[src/rtl/core/i2cm_pkg.sv]
// Shared types and codes for the I2C master transaction engine.
`default_nettype none

package i2cm_pkg;

    localparam int unsigned ACK_TIMEOUT_RESET = 250;

    typedef enum logic [1:0] {
        KIND_TICK  = 2'd0,
        KIND_WRITE = 2'd1,
        KIND_READ  = 2'd2,
        KIND_DATA  = 2'd3
    } t_kind;

    // Register index as decoded from paddr[2]
    typedef enum logic {
        REG_ACK_TIMEOUT = 1'b0,
        REG_NONE        = 1'b1
    } t_reg;

    typedef struct packed {
        t_kind      kind;
        logic [7:0] first_byte;
        logic [7:0] second_byte;
        logic [7:0] third_byte;
        logic [7:0] byte_count;
        logic [7:0] data_byte;
        logic       sda_in;
    } t_item;

    typedef struct packed {
        logic       scl_out;
        logic       sda_out;
        logic       busy_res;
        logic       need_data;
        logic [7:0] read_byte;
        logic       read_valid;
        logic       last_read;
        logic       done_res;
        logic       status;
    } t_result;

endpackage

`default_nettype wire

[src/rtl/core/i2c_master_transaction_engine.sv]
// Top level of the I2C master transaction engine: stream ports, pipeline registers, APB.
// The engine takes one transaction per clock while the result stream does not stall: each
// is captured in the input register, then stepped through the bus phase sequencer into
// the result register. s_axis_tready falls only while the result register is full and
// m_axis_tready is low. A tick advances the bus one quarter bit, four ticks making one bit,
// except while idle or waiting for data or an ack. ack_timeout is written over APB at byte
// addresses 0 to 3 by the user only while the engine is idle, not enforced by the block.
`default_nettype none

module i2c_master_transaction_engine (
    input  wire logic        i_clk,
    input  wire logic        i_rst_n,
    input  wire logic        s_axis_tvalid,
    output logic             s_axis_tready,
    // first_byte[7:0], second_byte[15:8], third_byte[23:16], byte_count[31:24],
    // data_byte[39:32], sda_in[40], zero[47:41]
    input  wire logic [47:0] s_axis_tdata,
    // kind[1:0]
    input  wire logic [1:0]  s_axis_tuser,
    output logic             m_axis_tvalid,
    input  wire logic        m_axis_tready,
    // scl_out[0], sda_out[1], busy_res[2], need_data[3], read_byte[11:4],
    // done_res[12], status[13], zero[15:14]
    output logic [15:0]      m_axis_tdata,
    // read_valid[0]
    output logic             m_axis_tuser,
    // last_read
    output logic             m_axis_tlast,
    input  wire logic        psel,
    input  wire logic        penable,
    input  wire logic        pwrite,
    input  wire logic [2:0]  paddr,
    input  wire logic [31:0] pwdata,
    output logic [31:0]      prdata,
    output logic             pready
);
    import i2cm_pkg::*;

    logic        r_in_valid;
    t_item       r_in;
    logic        r_out_valid;
    t_result     r_out;
    logic        w_advance;
    logic        w_step;
    logic [15:0] w_ack_timeout;
    t_result     w_result;

    assign w_advance     = !r_out_valid || m_axis_tready;
    assign w_step        = r_in_valid && w_advance;
    assign s_axis_tready = !r_in_valid || w_advance;

    i2cm_regs u_regs (
        .i_clk         (i_clk),
        .i_rst_n       (i_rst_n),
        .psel          (psel),
        .penable       (penable),
        .pwrite        (pwrite),
        .paddr         (paddr),
        .pwdata        (pwdata),
        .prdata        (prdata),
        .pready        (pready),
        .o_ack_timeout (w_ack_timeout)
    );

    i2cm_core u_core (
        .i_clk         (i_clk),
        .i_rst_n       (i_rst_n),
        .i_step        (w_step),
        .i_item        (r_in),
        .i_ack_timeout (w_ack_timeout),
        .o_result      (w_result)
    );

    always_ff @(posedge i_clk) begin
        if (!i_rst_n) begin
            r_in_valid  <= 1'b0;
            r_out_valid <= 1'b0;
        end else begin
            if (s_axis_tready) begin
                r_in_valid <= s_axis_tvalid;
            end
            if (w_advance) begin
                r_out_valid <= r_in_valid;
            end
        end
    end

    always_ff @(posedge i_clk) begin
        if (s_axis_tready && s_axis_tvalid) begin
            r_in.kind        <= t_kind'(s_axis_tuser);
            r_in.first_byte  <= s_axis_tdata[7:0];
            r_in.second_byte <= s_axis_tdata[15:8];
            r_in.third_byte  <= s_axis_tdata[23:16];
            r_in.byte_count  <= s_axis_tdata[31:24];
            r_in.data_byte   <= s_axis_tdata[39:32];
            r_in.sda_in      <= s_axis_tdata[40];
        end
        if (w_step) begin
            r_out <= w_result;
        end
    end

    assign m_axis_tvalid = r_out_valid;
    assign m_axis_tdata  = {2'b00, r_out.status, r_out.done_res, r_out.read_byte,
                            r_out.need_data, r_out.busy_res, r_out.sda_out, r_out.scl_out};
    assign m_axis_tuser  = r_out.read_valid;
    assign m_axis_tlast  = r_out.last_read;

endmodule

`default_nettype wire

[src/rtl/core/i2cm_regs.sv]
// APB configuration register block for the I2C master.
`default_nettype none

module i2cm_regs (
    input  wire logic        i_clk,
    input  wire logic        i_rst_n,
    input  wire logic        psel,
    input  wire logic        penable,
    input  wire logic        pwrite,
    input  wire logic [2:0]  paddr,
    input  wire logic [31:0] pwdata,
    output logic [31:0]      prdata,
    output logic             pready,
    output logic [15:0]      o_ack_timeout
);
    import i2cm_pkg::*;

    logic [15:0] r_ack_timeout;
    logic        w_write;

    assign pready  = 1'b1;
    assign w_write = psel && penable && pwrite && (paddr[2] == REG_ACK_TIMEOUT);

    always_ff @(posedge i_clk) begin
        if (!i_rst_n) begin
            r_ack_timeout <= 16'(ACK_TIMEOUT_RESET);
        end else if (w_write) begin
            r_ack_timeout <= pwdata[15:0];
        end
    end

    always_comb begin
        if (paddr[2] == REG_ACK_TIMEOUT) begin
            prdata = {16'd0, r_ack_timeout};
        end else begin
            prdata = 32'd0;
        end
    end

    assign o_ack_timeout = r_ack_timeout;

endmodule

`default_nettype wire

[src/rtl/core/i2cm_core.sv]
// Bus phase sequencer: state registers and the next-state and drive logic of one step.
`default_nettype none

module i2cm_core (
    input  wire logic             i_clk,
    input  wire logic             i_rst_n,
    input  wire logic             i_step,
    input  i2cm_pkg::t_item       i_item,
    input  wire logic [15:0]      i_ack_timeout,
    output i2cm_pkg::t_result     o_result
);
    import i2cm_pkg::*;

    typedef enum logic [3:0] {
        PH_IDLE       = 4'd0,
        PH_START      = 4'd1,
        PH_SEND_H0    = 4'd2,
        PH_ACK_H0     = 4'd3,
        PH_SEND_H1    = 4'd4,
        PH_ACK_H1     = 4'd5,
        PH_SEND_DATA  = 4'd6,
        PH_ACK_DATA   = 4'd7,
        PH_RESTART    = 4'd8,
        PH_SEND_H2    = 4'd9,
        PH_ACK_H2     = 4'd10,
        PH_READ       = 4'd11,
        PH_ACK_OUT    = 4'd12,
        PH_STOP_OK    = 4'd13,
        PH_STOP_ABORT = 4'd14,
        PH_WAIT_DATA  = 4'd15
    } t_phase;

    t_phase      r_phase, n_phase;
    logic [1:0]  r_qtr, n_qtr;
    logic [2:0]  r_bit, n_bit;
    logic [7:0]  r_shift, n_shift;
    logic [7:0]  r_hdr0, n_hdr0;
    logic [7:0]  r_hdr1, n_hdr1;
    logic [7:0]  r_hdr2, n_hdr2;
    logic [7:0]  r_left, n_left;
    logic [7:0]  r_hold, n_hold;
    logic        r_hold_full, n_hold_full;
    logic [15:0] r_ack_cnt, n_ack_cnt;
    logic        r_is_read, n_is_read;

    logic        w_last_q;
    logic        w_try;
    logic [7:0]  w_rd_shift;
    logic [7:0]  w_rbyte;
    logic        w_rvalid;
    logic        w_rlast;
    logic        w_done;
    logic        w_stat;
    logic        w_scl;
    logic        w_sda;

    assign w_last_q   = (r_qtr == 2'd3);
    assign w_rd_shift = {r_shift[6:0], i_item.sda_in};

    always_comb begin
        n_phase     = r_phase;
        n_qtr       = r_qtr;
        n_bit       = r_bit;
        n_shift     = r_shift;
        n_hdr0      = r_hdr0;
        n_hdr1      = r_hdr1;
        n_hdr2      = r_hdr2;
        n_left      = r_left;
        n_hold      = r_hold;
        n_hold_full = r_hold_full;
        n_ack_cnt   = r_ack_cnt;
        n_is_read   = r_is_read;
        w_try       = 1'b0;
        w_rbyte     = 8'd0;
        w_rvalid    = 1'b0;
        w_rlast     = 1'b0;
        w_done      = 1'b0;
        w_stat      = 1'b0;
        if (i_step) begin
            unique case (i_item.kind)
                KIND_WRITE, KIND_READ: begin
                    if (r_phase == PH_IDLE) begin
                        n_hdr0      = i_item.first_byte;
                        n_hdr1      = i_item.second_byte;
                        n_hdr2      = i_item.third_byte;
                        n_left      = i_item.byte_count;
                        n_is_read   = (i_item.kind == KIND_READ);
                        n_hold_full = 1'b0;
                        n_ack_cnt   = 16'd0;
                        n_phase     = PH_START;
                        n_qtr       = 2'd0;
                        n_bit       = 3'd0;
                    end
                end
                KIND_DATA: begin
                    if (r_phase != PH_IDLE && !r_is_read && !r_hold_full) begin
                        n_hold      = i_item.data_byte;
                        n_hold_full = 1'b1;
                    end
                end
                KIND_TICK: begin
                    if (r_phase != PH_IDLE) begin
                        if (!w_last_q && r_phase != PH_WAIT_DATA) begin
                            n_qtr = r_qtr + 2'd1;
                        end else begin
                            n_qtr = 2'd0;
                            n_bit = 3'd0;
                            unique case (r_phase)
                                PH_START: begin
                                    n_phase = PH_SEND_H0;
                                    n_shift = r_hdr0;
                                end
                                PH_RESTART: begin
                                    n_phase = PH_SEND_H2;
                                    n_shift = r_hdr2;
                                end
                                PH_SEND_H0, PH_SEND_H1, PH_SEND_H2, PH_SEND_DATA: begin
                                    if (r_bit != 3'd7) begin
                                        n_bit   = r_bit + 3'd1;
                                        n_shift = {r_shift[6:0], 1'b0};
                                    end else begin
                                        n_ack_cnt = 16'd0;
                                        priority case (r_phase)
                                            PH_SEND_H0: n_phase = PH_ACK_H0;
                                            PH_SEND_H1: n_phase = PH_ACK_H1;
                                            PH_SEND_H2: n_phase = PH_ACK_H2;
                                            default:    n_phase = PH_ACK_DATA;
                                        endcase
                                    end
                                end
                                PH_ACK_H0, PH_ACK_H1, PH_ACK_H2, PH_ACK_DATA: begin
                                    if (!i_item.sda_in) begin
                                        priority if (r_phase == PH_ACK_H0) begin
                                            n_phase = PH_SEND_H1;
                                            n_shift = r_hdr1;
                                        end else if (r_phase == PH_ACK_H1 && r_is_read) begin
                                            n_phase = PH_RESTART;
                                        end else if (r_left == 8'd0) begin
                                            n_phase = PH_STOP_OK;
                                        end else if (r_phase == PH_ACK_H2) begin
                                            n_phase = PH_READ;
                                            n_shift = 8'd0;
                                        end else begin
                                            w_try = 1'b1;
                                        end
                                    end else if (r_ack_cnt >= i_ack_timeout) begin
                                        n_phase = PH_STOP_ABORT;
                                    end else begin
                                        n_ack_cnt = r_ack_cnt + 16'd1;
                                        n_qtr     = r_qtr;
                                        n_bit     = r_bit;
                                    end
                                end
                                PH_WAIT_DATA: begin
                                    w_try = 1'b1;
                                end
                                PH_READ: begin
                                    n_shift = w_rd_shift;
                                    if (r_bit != 3'd7) begin
                                        n_bit = r_bit + 3'd1;
                                    end else begin
                                        if (r_left != 8'd0) begin
                                            n_left = r_left - 8'd1;
                                        end
                                        w_rbyte  = w_rd_shift;
                                        w_rvalid = 1'b1;
                                        w_rlast  = (n_left == 8'd0);
                                        n_phase  = PH_ACK_OUT;
                                    end
                                end
                                PH_ACK_OUT: begin
                                    if (r_left == 8'd0) begin
                                        n_phase = PH_STOP_OK;
                                    end else begin
                                        n_phase = PH_READ;
                                        n_shift = 8'd0;
                                    end
                                end
                                PH_STOP_OK, PH_STOP_ABORT: begin
                                    w_done      = 1'b1;
                                    w_stat      = (r_phase == PH_STOP_ABORT);
                                    n_hold_full = 1'b0;
                                    n_phase     = PH_IDLE;
                                end
                                PH_IDLE: begin
                                    n_phase = PH_IDLE;
                                end
                            endcase
                        end
                        if (w_try) begin
                            if (r_hold_full) begin
                                n_phase     = PH_SEND_DATA;
                                n_shift     = r_hold;
                                n_hold_full = 1'b0;
                                n_left      = r_left - 8'd1;
                            end else begin
                                n_phase = PH_WAIT_DATA;
                            end
                        end
                    end
                end
            endcase
        end
    end

    // Line drive follows the state after the step
    always_comb begin
        unique case (n_phase)
            PH_START: begin
                w_scl = !n_qtr[1];
                w_sda = (n_qtr == 2'd0);
            end
            PH_SEND_H0, PH_SEND_H1, PH_SEND_H2, PH_SEND_DATA: begin
                w_scl = n_qtr[1];
                w_sda = n_shift[7];
            end
            PH_ACK_H0, PH_ACK_H1, PH_ACK_H2, PH_ACK_DATA, PH_READ: begin
                w_scl = n_qtr[1];
                w_sda = 1'b1;
            end
            PH_RESTART: begin
                w_scl = (n_qtr == 2'd1) || (n_qtr == 2'd2);
                w_sda = !n_qtr[1];
            end
            PH_ACK_OUT: begin
                w_scl = n_qtr[1];
                w_sda = (n_left == 8'd0);
            end
            PH_STOP_OK, PH_STOP_ABORT: begin
                w_scl = (n_qtr != 2'd0);
                w_sda = n_qtr[1];
            end
            PH_WAIT_DATA: begin
                w_scl = 1'b0;
                w_sda = 1'b1;
            end
            PH_IDLE: begin
                w_scl = 1'b1;
                w_sda = 1'b1;
            end
        endcase
    end

    always_comb begin
        o_result.scl_out    = w_scl;
        o_result.sda_out    = w_sda;
        o_result.busy_res   = (n_phase != PH_IDLE);
        o_result.need_data  = (n_phase != PH_IDLE) && !n_is_read && (n_left != 8'd0)
                              && !n_hold_full;
        o_result.read_byte  = w_rbyte;
        o_result.read_valid = w_rvalid;
        o_result.last_read  = w_rlast;
        o_result.done_res   = w_done;
        o_result.status     = w_stat;
    end

    always_ff @(posedge i_clk) begin
        if (!i_rst_n) begin
            r_phase     <= PH_IDLE;
            r_qtr       <= 2'd0;
            r_bit       <= 3'd0;
            r_left      <= 8'd0;
            r_hold_full <= 1'b0;
            r_ack_cnt   <= 16'd0;
            r_is_read   <= 1'b0;
        end else if (i_step) begin
            r_phase     <= n_phase;
            r_qtr       <= n_qtr;
            r_bit       <= n_bit;
            r_left      <= n_left;
            r_hold_full <= n_hold_full;
            r_ack_cnt   <= n_ack_cnt;
            r_is_read   <= n_is_read;
        end
    end

    always_ff @(posedge i_clk) begin
        if (i_step) begin
            r_shift <= n_shift;
            r_hdr0  <= n_hdr0;
            r_hdr1  <= n_hdr1;
            r_hdr2  <= n_hdr2;
            r_hold  <= n_hold;
        end
    end

endmodule

`default_nettype wire

[config.mk]
export PLATFORM = sky130hd
export DESIGN_NAME = i2c_master_transaction_engine
export DESIGN_NICKNAME = d
export VERILOG_FILES = /design/src/rtl/core/i2cm_pkg.sv /design/src/rtl/core/i2c_master_transaction_engine.sv /design/src/rtl/core/i2cm_regs.sv /design/src/rtl/core/i2cm_core.sv
export SDC_FILE = /design/constraint.sdc
export NUM_CORES = 1
export LEC_CHECK = 0
export BUFFER_PORTS_ARGS = -buffer_cell sky130_fd_sc_hd__buf_4
export CELL_PAD_IN_SITES_DETAIL_PLACEMENT = 1
export CELL_PAD_IN_SITES_GLOBAL_PLACEMENT = 1
export CORE_ASPECT_RATIO = 1.2
export CORE_UTILIZATION = 32
export DETAILED_ROUTE_END_ITERATION = 8
export GPL_TIMING_DRIVEN = 0
export PLACE_DENSITY = 0.63
export SLEW_MARGIN = 20
export SYNTH_ARGS = -nofsm -noshare
export SYNTH_HDL_FRONTEND = slang
export SYNTH_SLANG_ARGS = --single-unit
[constraint.sdc]
create_clock -name i_clk -period 4 [get_ports i_clk]
set_input_delay 0.4 -clock i_clk [delete_from_list [all_inputs] [get_ports i_clk]]
set_output_delay 0.4 -clock i_clk [all_outputs]
set_load 0.05 [all_outputs]
* Word level (Yosys, flattened, before mapping)
Cells that the tools add are included.
Storage, ports and cells: bits in registers 152, bits of input ports 92, output and inout bits 53, logic and storage cells 241
Cells by class: add/subtract/negate cells 4, $lt $le $gt $ge 1, equal/unequal tests 46, mux-type cells 98, bitwise operators 5, reduce and logical (&&, ||, !) cells 55
Operators by type and width (count):
- 8-bit 2-to-1 mux | 27
- 16-bit 2-to-1 mux | 7
- 4-bit == test (second input constant) | 16
- 16-bit one-hot mux with 2 select lines | 2
- 4-bit 2-to-1 mux | 14
- 8-bit one-hot mux with 6 select lines | 1
- 4-bit by 3-bit == test with 1-bit output (second input constant) | 8
- 4-bit one-hot mux with 7 select lines | 1
- 8-bit zero test | 3
- 1-bit 2-to-1 mux | 22
- 3-bit 2-to-1 mux | 7
- 4-bit OR reduction | 5
- 16-bit by 1-bit adder with 16-bit output (second input constant) | 1
- 4-bit by 2-bit == test with 1-bit output (second input constant) | 4
- 16-bit greater-or-equal comparator | 1
- 8-bit one-hot mux with 2 select lines | 1
- 8-bit nonzero test | 2
- 3-bit != test (second input constant) | 5
- 2-bit 2-to-1 mux | 7
- 1-bit logical AND | 12
- 1-bit one-hot mux with 6 select lines | 2
- 3-bit one-hot mux with 2 select lines | 2
- 4-bit one-hot mux with 3 select lines | 1
- 10-bit OR reduction | 1
- 28 further kinds | 57

* Logic depth before layout (Yosys ltp)
Gate-level depths: netlist of the first run.
depth in word-level cells 19, mapped depth 13, depth with buffers taken out 13

* Hierarchy
Synthesis of the first run repeated with hierarchy kept, for this count alone.
Unflattened totals: cell total of the unflattened synthesis 769, area total of the unflattened synthesis 7943.9 um^2
Modules (own cells, without submodules):
- i2cm_core | times used 1, cells each 592, area each 5112.4 um^2
- i2c_master_transaction_engine | times used 1, cells each 71, area each 1894.3 um^2
- i2cm_regs | times used 1, cells each 106, area each 937.1 um^2

* Worst setup path after synthesis of the first run
OpenSTA, ideal clock, no wires.
kind register to register, from register u_core.r_phase[0], to register r_out, in the netlist m_axis_tdata[3], data pin, setup time 0.256 ns, data arrival time 3.431 ns, path slack 0.313 ns, stages on the path, launching flop included 7, path buffers 2, clock period less this slack 3.687 ns, cells stage by stage dfxtp_1 -> or4_1 -> clkbuf_1 -> buf_2 -> nor3_1 -> mux2i_1 -> and4_1
RTL lines:
- start, declared | RTL line i2cm_core.sv:33 | t_phase r_phase, n_phase;
- start signal, assigned | RTL line i2cm_core.sv:267 | r_phase <= n_phase;
- end signal, assigned | RTL line i2c_master_transaction_engine.sv:99 | r_out <= w_result;
- end, declared | RTL line i2c_master_transaction_engine.sv:42 | t_result r_out;

==> impl_metrics.toml, run 1 <==
[status]
status = "finished, final reports clean"

[final_layout]
multi_input_area_mm2 = 0.00353
diodes = 0
seqCellArea_mm2 = 0.00403
fin_nets = 1064
fin_area_mm2 = 0.00987
area_growth_pct = 23.6
final_layout_size_suffix_gt1_share_pct = 20.1
fill_cells = 2785

[clock_network]
postCtsResizedCells = 0
numCtsBuffers = 17
cts.clk_slew.worst_paths_ns = 0.07
ctsHoldBuffers = 0
cts_tree = "yes"
clk-insertion-delay-late_ns = 0.44
clockRootBuffer = "clkbuf_16"
cts.sink_count = 152
cts_setup_buffers = 0
clk_path_buf_depth = 2
htree_levels = 4

[routing]
drt-met1-wl_mm = 10.4
detail-route-antenna-nets = 0
dr_wl_met2_mm = 11.7
drc_errors = 0
highest_layer = "met4"
drt-pass1-iter-count = 5
viasPerCell = 5.31
wirelength_mm = 23.9
wire_per_inst_um = 18.7
vias = 6791
met3_length_mm = 1.13
drt_iter0_drc = 389

[timing]
setup-violations-final = 0
finalWorstSetupSlack_ns = 0.409
relSlewSlack_pct = 45.9
hold_viol_final = 0
fmax_ghz = 0.278
final_max_slew_viol_count = 0
post-route-period-util_pct = 89.8
min_period_ns = 3.59
tightest_slew_ns = 0.811
rsz0062_at_grt = "false"
skew_ns = 0.0122
fin_tns_setup_ns = 0

[worst_setup_path]
worstPathCellList = "inv_1 > ha_1 > a21oi_1 > o21ai_0 > a221oi_1 > nand3_1 > or2_1 > o31a_1 > ha_1 > nand2_1 > a211oi_1 > o32a_1"
crit_path_start_kind = "register"
critPathSlowestCell = "a221oi_1"
arrival_ns = 3.77
crit_path_end_kind = "register"
critPathRequiredTime_ns = 4.18
cpMostUsedCell = "ha_1"
path_delay_family = "compound AO/OA/AOI/OAI gates"
cp_num_buf_inv = 1
worstPathMaxFanout = 5
critical_path.max_stage_delay_ns = 0.46
crit_type = "register to register"

[grt]
grt_pass1_vias = 6936
grt-ovfl-total = 0
grt_start_max_net_pins = 33
track_usage_pct = 19.0
antenna_found_initial = 0
grt_pass1_wl_mm = 37.7

[pwr]
worst_ir_drop_vdd_mv = 0.300
p_leak_nw = 3.84
power_density_mw_per_mm2 = 396

[synthesis]
synth_edf_count = 99
synth_flop_cell = "edfxtp_1"
syn_inst = 808
yosysUniqueCellTypes = 82
synth_warnings = 0
syn_area_per_cell_um2 = 9.87
yosysSeqAreaShare_pct = 50.6
synth_area_mm2 = 0.00798
ys_seq_elements = 152
async_reset_ff_share_pct = 0

[run]
cap_violations = 0

[floorplanning]
die_h_um = 175
core-area_mm2 = 0.0242
num_io_pins = 145
die_area_mm2 = 0.0256
die_w_um = 146
rows = 62
start_util_pct = 33.0

[placed_design]
dpl.hpwl_mm = 17.8
gp_congestion = 0.877
dp_slack_ns = 0.365
placed_area_mm2 = 0.00924
io_buffers = 99

[worst_hold_path]
hold_path_class = "primary input to register"
state kept, by name, summed over array words and instances (netlist names), 2 cells and up:
| name | cells |
|---|---|
| u_core.r_ack_cnt | 16 |
| u_core.r_shift | 8 |
| u_core.r_hold | 8 |
| u_regs.o_ack_timeout | 16 |
| u_core.r_qtr | 2 |
| u_core.r_phase | 4 |
| u_core.r_left | 8 |
| u_core.r_bit | 3 |
| u_core.r_hdr2 | 8 |
| r_in | 43 |
| u_core.r_hdr1 | 8 |
| m_axis_tdata | 14 |
| u_core.r_hdr0 | 8 |
routing by layer:
| layer | global-route usage [%] | vias to the layer above |
|---|---|---|
| li1 | - | 3228 |
| met5 | 0 | - |
| met4 | 7.51 | 0 |
| met1 | 23.5 | 3317 |
| met3 | 3.86 | 41 |
| met2 | 32.5 | 205 |
cell families (layout without fill, tap and decap cells):
kind of cell / count (synthesis) / after routing / share of synthesized area, %
other cells: 2 / 19 / 0.0941
fa+ha+maj: 25 / 25 / 3.92
compound gates: 203 / 203 / 17.6
buf+inv: 99 / 234 / 6.05
simple gates: 305 / 305 / 19.2
xor+xnor: 17 / 17 / 1.87
mux: 5 / 5 / 0.627
flops: 152 / 152 / 50.6
Yosys cell counts (4+ instances only):
cell | instances | share of area [%]
ha_1 | 25 | 3.9
nand2b_1 | 11 | 0.86
or3_1 | 4 | 0.31
edfxtp_1 | 99 | 37
and2_1 | 11 | 0.86
nor2b_1 | 14 | 1.1
a21oi_1 | 49 | 3.1
dfxtp_1 | 53 | 13
o32ai_1 | 4 | 0.44
o21ai_1 | 10 | 0.63
o211a_1 | 4 | 0.50
o2111ai_1 | 4 | 0.44
nor3_1 | 19 | 1.2
buf_4 | 22 | 2.1
nand4_1 | 12 | 0.94
clkbuf_1 | 23 | 1.1
a31oi_1 | 7 | 0.55
xor2_1 | 14 | 1.5
o22ai_1 | 4 | 0.31
o21ai_0 | 29 | 1.8
o211ai_1 | 16 | 1.5
a211oi_1 | 8 | 0.75
a22oi_1 | 12 | 1.1
nand4b_1 | 4 | 0.44
buf_2 | 17 | 1.1
mux2i_1 | 5 | 0.63
nand3b_1 | 5 | 0.47
nor2_1 | 87 | 4.1
nand3_1 | 18 | 1.1
nand2_1 | 81 | 3.8
a221oi_1 | 5 | 0.55
and4_1 | 6 | 0.66
and3_1 | 13 | 1.0
o31ai_1 | 5 | 0.47
a22o_1 | 7 | 0.77
inv_1 | 32 | 1.5
where the power goes:
group          total [W]  internal (W)  switching [W]
clock network    0.00171      0.000958       0.000751
logic           0.000442      0.000148       0.000294
registers        0.00175       0.00173      0.0000240
path summary, 6_finish.rpt:
path,startpoint,endpoint,slack (ns),cells after the start
setup reg to reg,u_regs.o_ack_timeout[11],m_axis_tdata[0],0.41,12
hold reg to reg,r_in[38],u_core.r_hdr0[5],0.42,0
hold / removal,s_axis_tdata[31],r_in[16],0.14,1
setup / recovery,u_regs.o_ack_timeout[11],m_axis_tdata[0],0.41,12
cells in the final DEF, fill, tap and decap left out, drive strengths merged, types with 5 or more instances in the layout:
master / synthesis / layout
nand3: 18 / 18
and2: 11 / 11
nand4: 12 / 12
conb: 2 / 19
a22o: 7 / 7
a22oi: 12 / 12
nand2: 82 / 82
nand3b: 5 / 5
nor2b: 14 / 14
inv: 34 / 42
o211ai: 16 / 16
o31ai: 6 / 6
o21ai: 39 / 39
buf: 42 / 145
a31oi: 8 / 8
and4: 6 / 6
mux2i: 5 / 5
clkbuf: 23 / 40
xor2: 14 / 14
and3: 13 / 13
dfxtp: 53 / 53
nor2: 88 / 88
edfxtp: 99 / 99
nor3: 20 / 20
nand2b: 11 / 11
ha: 25 / 25
a21oi: 50 / 50
a211oi: 9 / 9
a221oi: 5 / 5
metrics by stage:
| stage | instances | hold slack (ns) | total power, W | util (%) |
|---|---|---|---|---|
| floorplan | 825 | 0.400 | 0.00206 | - |
| global placement | 1244 | 0.401 | 0.00222 | 38.0 |
| detailed placement | 1248 | 0.405 | 0.00223 | 38.2 |
| CTS | 1280 | 0.121 | 0.00395 | 40.8 |
| global route | 1280 | 0.118 | 0.00403 | 40.8 |
| finish | 1280 | 0.138 | 0.00390 | 40.8 |
layout make-up:
class / instances / area share [%]
inverter: 34 / 1.29
buffer: 65 / 3.60
tap: 320 / 4.06
multi-input combinational: 574 / 35.8
sequential: 152 / 40.9
clock buffer: 17 / 4.31
clock inverter: 15 / 2.04
timing repair buffer: 103 / 8.00
Power figures use the tool's default switching activity.
==> run 2, diff against run 1 <==
--- a/config.mk
+++ b/config.mk
@@ -5,14 +5,13 @@
 export SDC_FILE = /design/constraint.sdc
 export NUM_CORES = 1
 export LEC_CHECK = 0
+export ABC_AREA = 1
 export BUFFER_PORTS_ARGS = -buffer_cell sky130_fd_sc_hd__buf_4
-export CELL_PAD_IN_SITES_DETAIL_PLACEMENT = 1
-export CELL_PAD_IN_SITES_GLOBAL_PLACEMENT = 1
 export CORE_ASPECT_RATIO = 1.2
 export CORE_UTILIZATION = 32
 export DETAILED_ROUTE_END_ITERATION = 8
 export GPL_TIMING_DRIVEN = 0
-export PLACE_DENSITY = 0.63
+export PLACE_DENSITY = 0.52
 export SLEW_MARGIN = 20
 export SYNTH_ARGS = -nofsm -noshare
 export SYNTH_HDL_FRONTEND = slang
==> impl_metrics.toml, run 2 <==
[worst_setup_path]
arrival_ns = 3.41
crit_path_start_kind = "register"
critPathRequiredTime_ns = 4.31
regToRegSetupSlack_ns = 0.91
worstPathMaxFanout = 19
crit_type = "register to register"
crit_path_end_kind = "register"

[routing]
vias = 6234
drc_errors = 0
drt_iter0_drc = 379
detail-route-antenna-nets = 0
viasPerCell = 4.62
wire_per_inst_um = 14.4
wirelength_mm = 19.4
drt-pass1-iter-count = 6

[placed_design]
place_inst = 1316
dpl.hpwl_mm = 14.7
gp_congestion = 0.859
io_buffers = 99

[run]
cap_violations = 0

[synthesis]
syn_inst = 879
synth_edf_count = 99
synth_flop_cell = "edfxtp_1"
synth_area_mm2 = 0.00784
ys_top_cells_by_count = "nand2_1, inv_1, edfxtp_1"
synth.largest_area_cell = "edfxtp_1"
ys_seq_elements = 152
synth_most_common_cell = "nand2_1"
netlist.area_leader.share_pct = 37.9
yosysSeqAreaShare_pct = 51.4
async_reset_ff_share_pct = 0
synth_area_leaders = "edfxtp_1, dfxtp_1, nand2_1"
syn_area_per_cell_um2 = 8.92
yosysUniqueCellTypes = 49
synth_warnings = 0

[floorplanning]
die_w_um = 145
core-area_mm2 = 0.0240
rows = 62
die_area_mm2 = 0.0251
start_util_pct = 32.7
num_io_pins = 145
die_h_um = 173

[final_layout]
final_cell_mix = "nand2_1, buf_4, inv_1, edfxtp_1, nor2_1"
fin_cells = 1348
fin_nets = 1132
utilization_pct = 40.5
largest_reg_flops = 43
final_layout_size_suffix_gt1_share_pct = 22.6
final_common_cell = "nand2_1"
area_growth_pct = 23.7
top_register = "r_in"
diodes = 0

[grt]
grt_pass1_wl_mm = 31.1
grt.busiest_layer = "met2"
use_met2_pct = 27.7
track_usage_pct = 15.9
use_met3_pct = 3.05
grt_pass1_vias = 6167
antenna_found_initial = 0
met1_usage_pct = 19.0
grt-ovfl-total = 0
grt_start_max_net_pins = 35

[worst_hold_path]
hold_path_class = "primary input to register"

[timing]
skew_ns = 0.00878
fmax_ghz = 0.323
post-route-period-util_pct = 77.3
relSlewSlack_pct = 31.6
rsz0062_at_grt = "false"
fin_tns_setup_ns = 0
tightest_slew_ns = 1.02
hold_viol_final = 0
min_period_ns = 3.09
final_max_slew_viol_count = 0
setup-violations-final = 0

[clock_network]
ctsHoldBuffers = 0
clockRootBuffer = "clkbuf_16"
postCtsResizedCells = 0
cts.sink_count = 152
clk_path_buf_depth = 2
cts.clk_slew.worst_paths_ns = 0.07
cts_setup_buffers = 0
htree_levels = 4
numCtsBuffers = 17
clk-insertion-delay-late_ns = 0.43
cts_tree = "yes"

[pwr]
worst_ir_drop_vdd_mv = 0.277
power_density_mw_per_mm2 = 406
p_leak_nw = 4.14
p_total_w = 0.00394

[status]
status = "finished, final reports clean"
run 2: changes by cell type after synthesis, moves of 9 or more:
cell,previous run,this run
inv_2,2,11
inv_1,32,100
and3_1,13,1
buf_2,17,3
nor3_1,19,10
nand2_1,81,184
nand2_2,1,12
and2_1,11,0
nand2b_1,11,0
nor2_2,1,17
nor2b_1,14,0
clkbuf_1,23,10
nand3_1,18,41
run 2: worst paths after layout:
kind,startpoint,end,cells past startpoint
setup reg to reg,m_axis_tvalid,u_core.r_ack_cnt[10],11
setup / recovery,m_axis_tvalid,u_core.r_ack_cnt[10],11
hold reg to reg,r_in[29],u_core.r_hdr1[4],0
hold / removal,s_axis_tdata[14],r_in[31],1
run 2: final cells by class:
class / count / area, um2
Fill cell: 2401 / 14300
Tap cell: 320 / 400
Multi-Input combinational cell: 591 / 3190
Clock inverter: 15 / 201
Clock buffer: 17 / 425
Inverter: 115 / 439
Timing Repair Buffer: 100 / 763
Sequential cell: 152 / 4030
Buffer: 38 / 255
run 2: cells by family (layout without fill, tap and decap cells):
group | after synthesis | count (layout) | synth area share [%]
AND/OR/NAND/NOR | 401 | 401 | 23.6
adder cells (fa/ha/maj) | 25 | 25 | 3.99
buffers and inverters | 153 | 285 | 8.85
flip-flops | 152 | 152 | 51.4
XOR/XNOR | 7 | 7 | 0.782
other | 2 | 19 | 0.0958
multiplexers | 2 | 2 | 0.255
AO/OA/AOI/OAI | 137 | 137 | 11.0
run 2: worst max-delay path, stage by stage (launching register included):
cell and delay [ns]:
dfxtp_1 0.32, nand2_1 0.08, nand2_1 0.23, inv_1 0.73
o21ai_0 0.34, a211oi_4 0.41, nand3_2 0.20, nor2_2 0.17
nand4_1 0.13, nor2_1 0.15, xor2_1 0.15, nor2_1 0.05
run 2: power breakdown:
part	switching, W	internal [W]
Sequential	0.0000264	0.00174
Clock	0.000715	0.00101
Combinational	0.000305	0.000152
Total	0.00105	0.00290
run 2: per-stage QoR:
step                      setup slack, ns  hold slack (ns)  instance area (um2)
final                               0.906            0.141                 9700
after CTS                           0.833            0.125                 9700
after detailed placement            0.659            0.405                 9080
after global placement             0.0447            0.402                 9050
after floorplan                      1.13            0.400                 7910
after global routing                0.640            0.123                 9700
run 2: routing by layer:
layer	share of wire [%]	vias to the layer above	wire, um
li1	-	3184	-
met1	43	2850	8320
met2	51	174	9820
met3	4.6	26	898
met4	1.7	0	338
met5	0	-	0
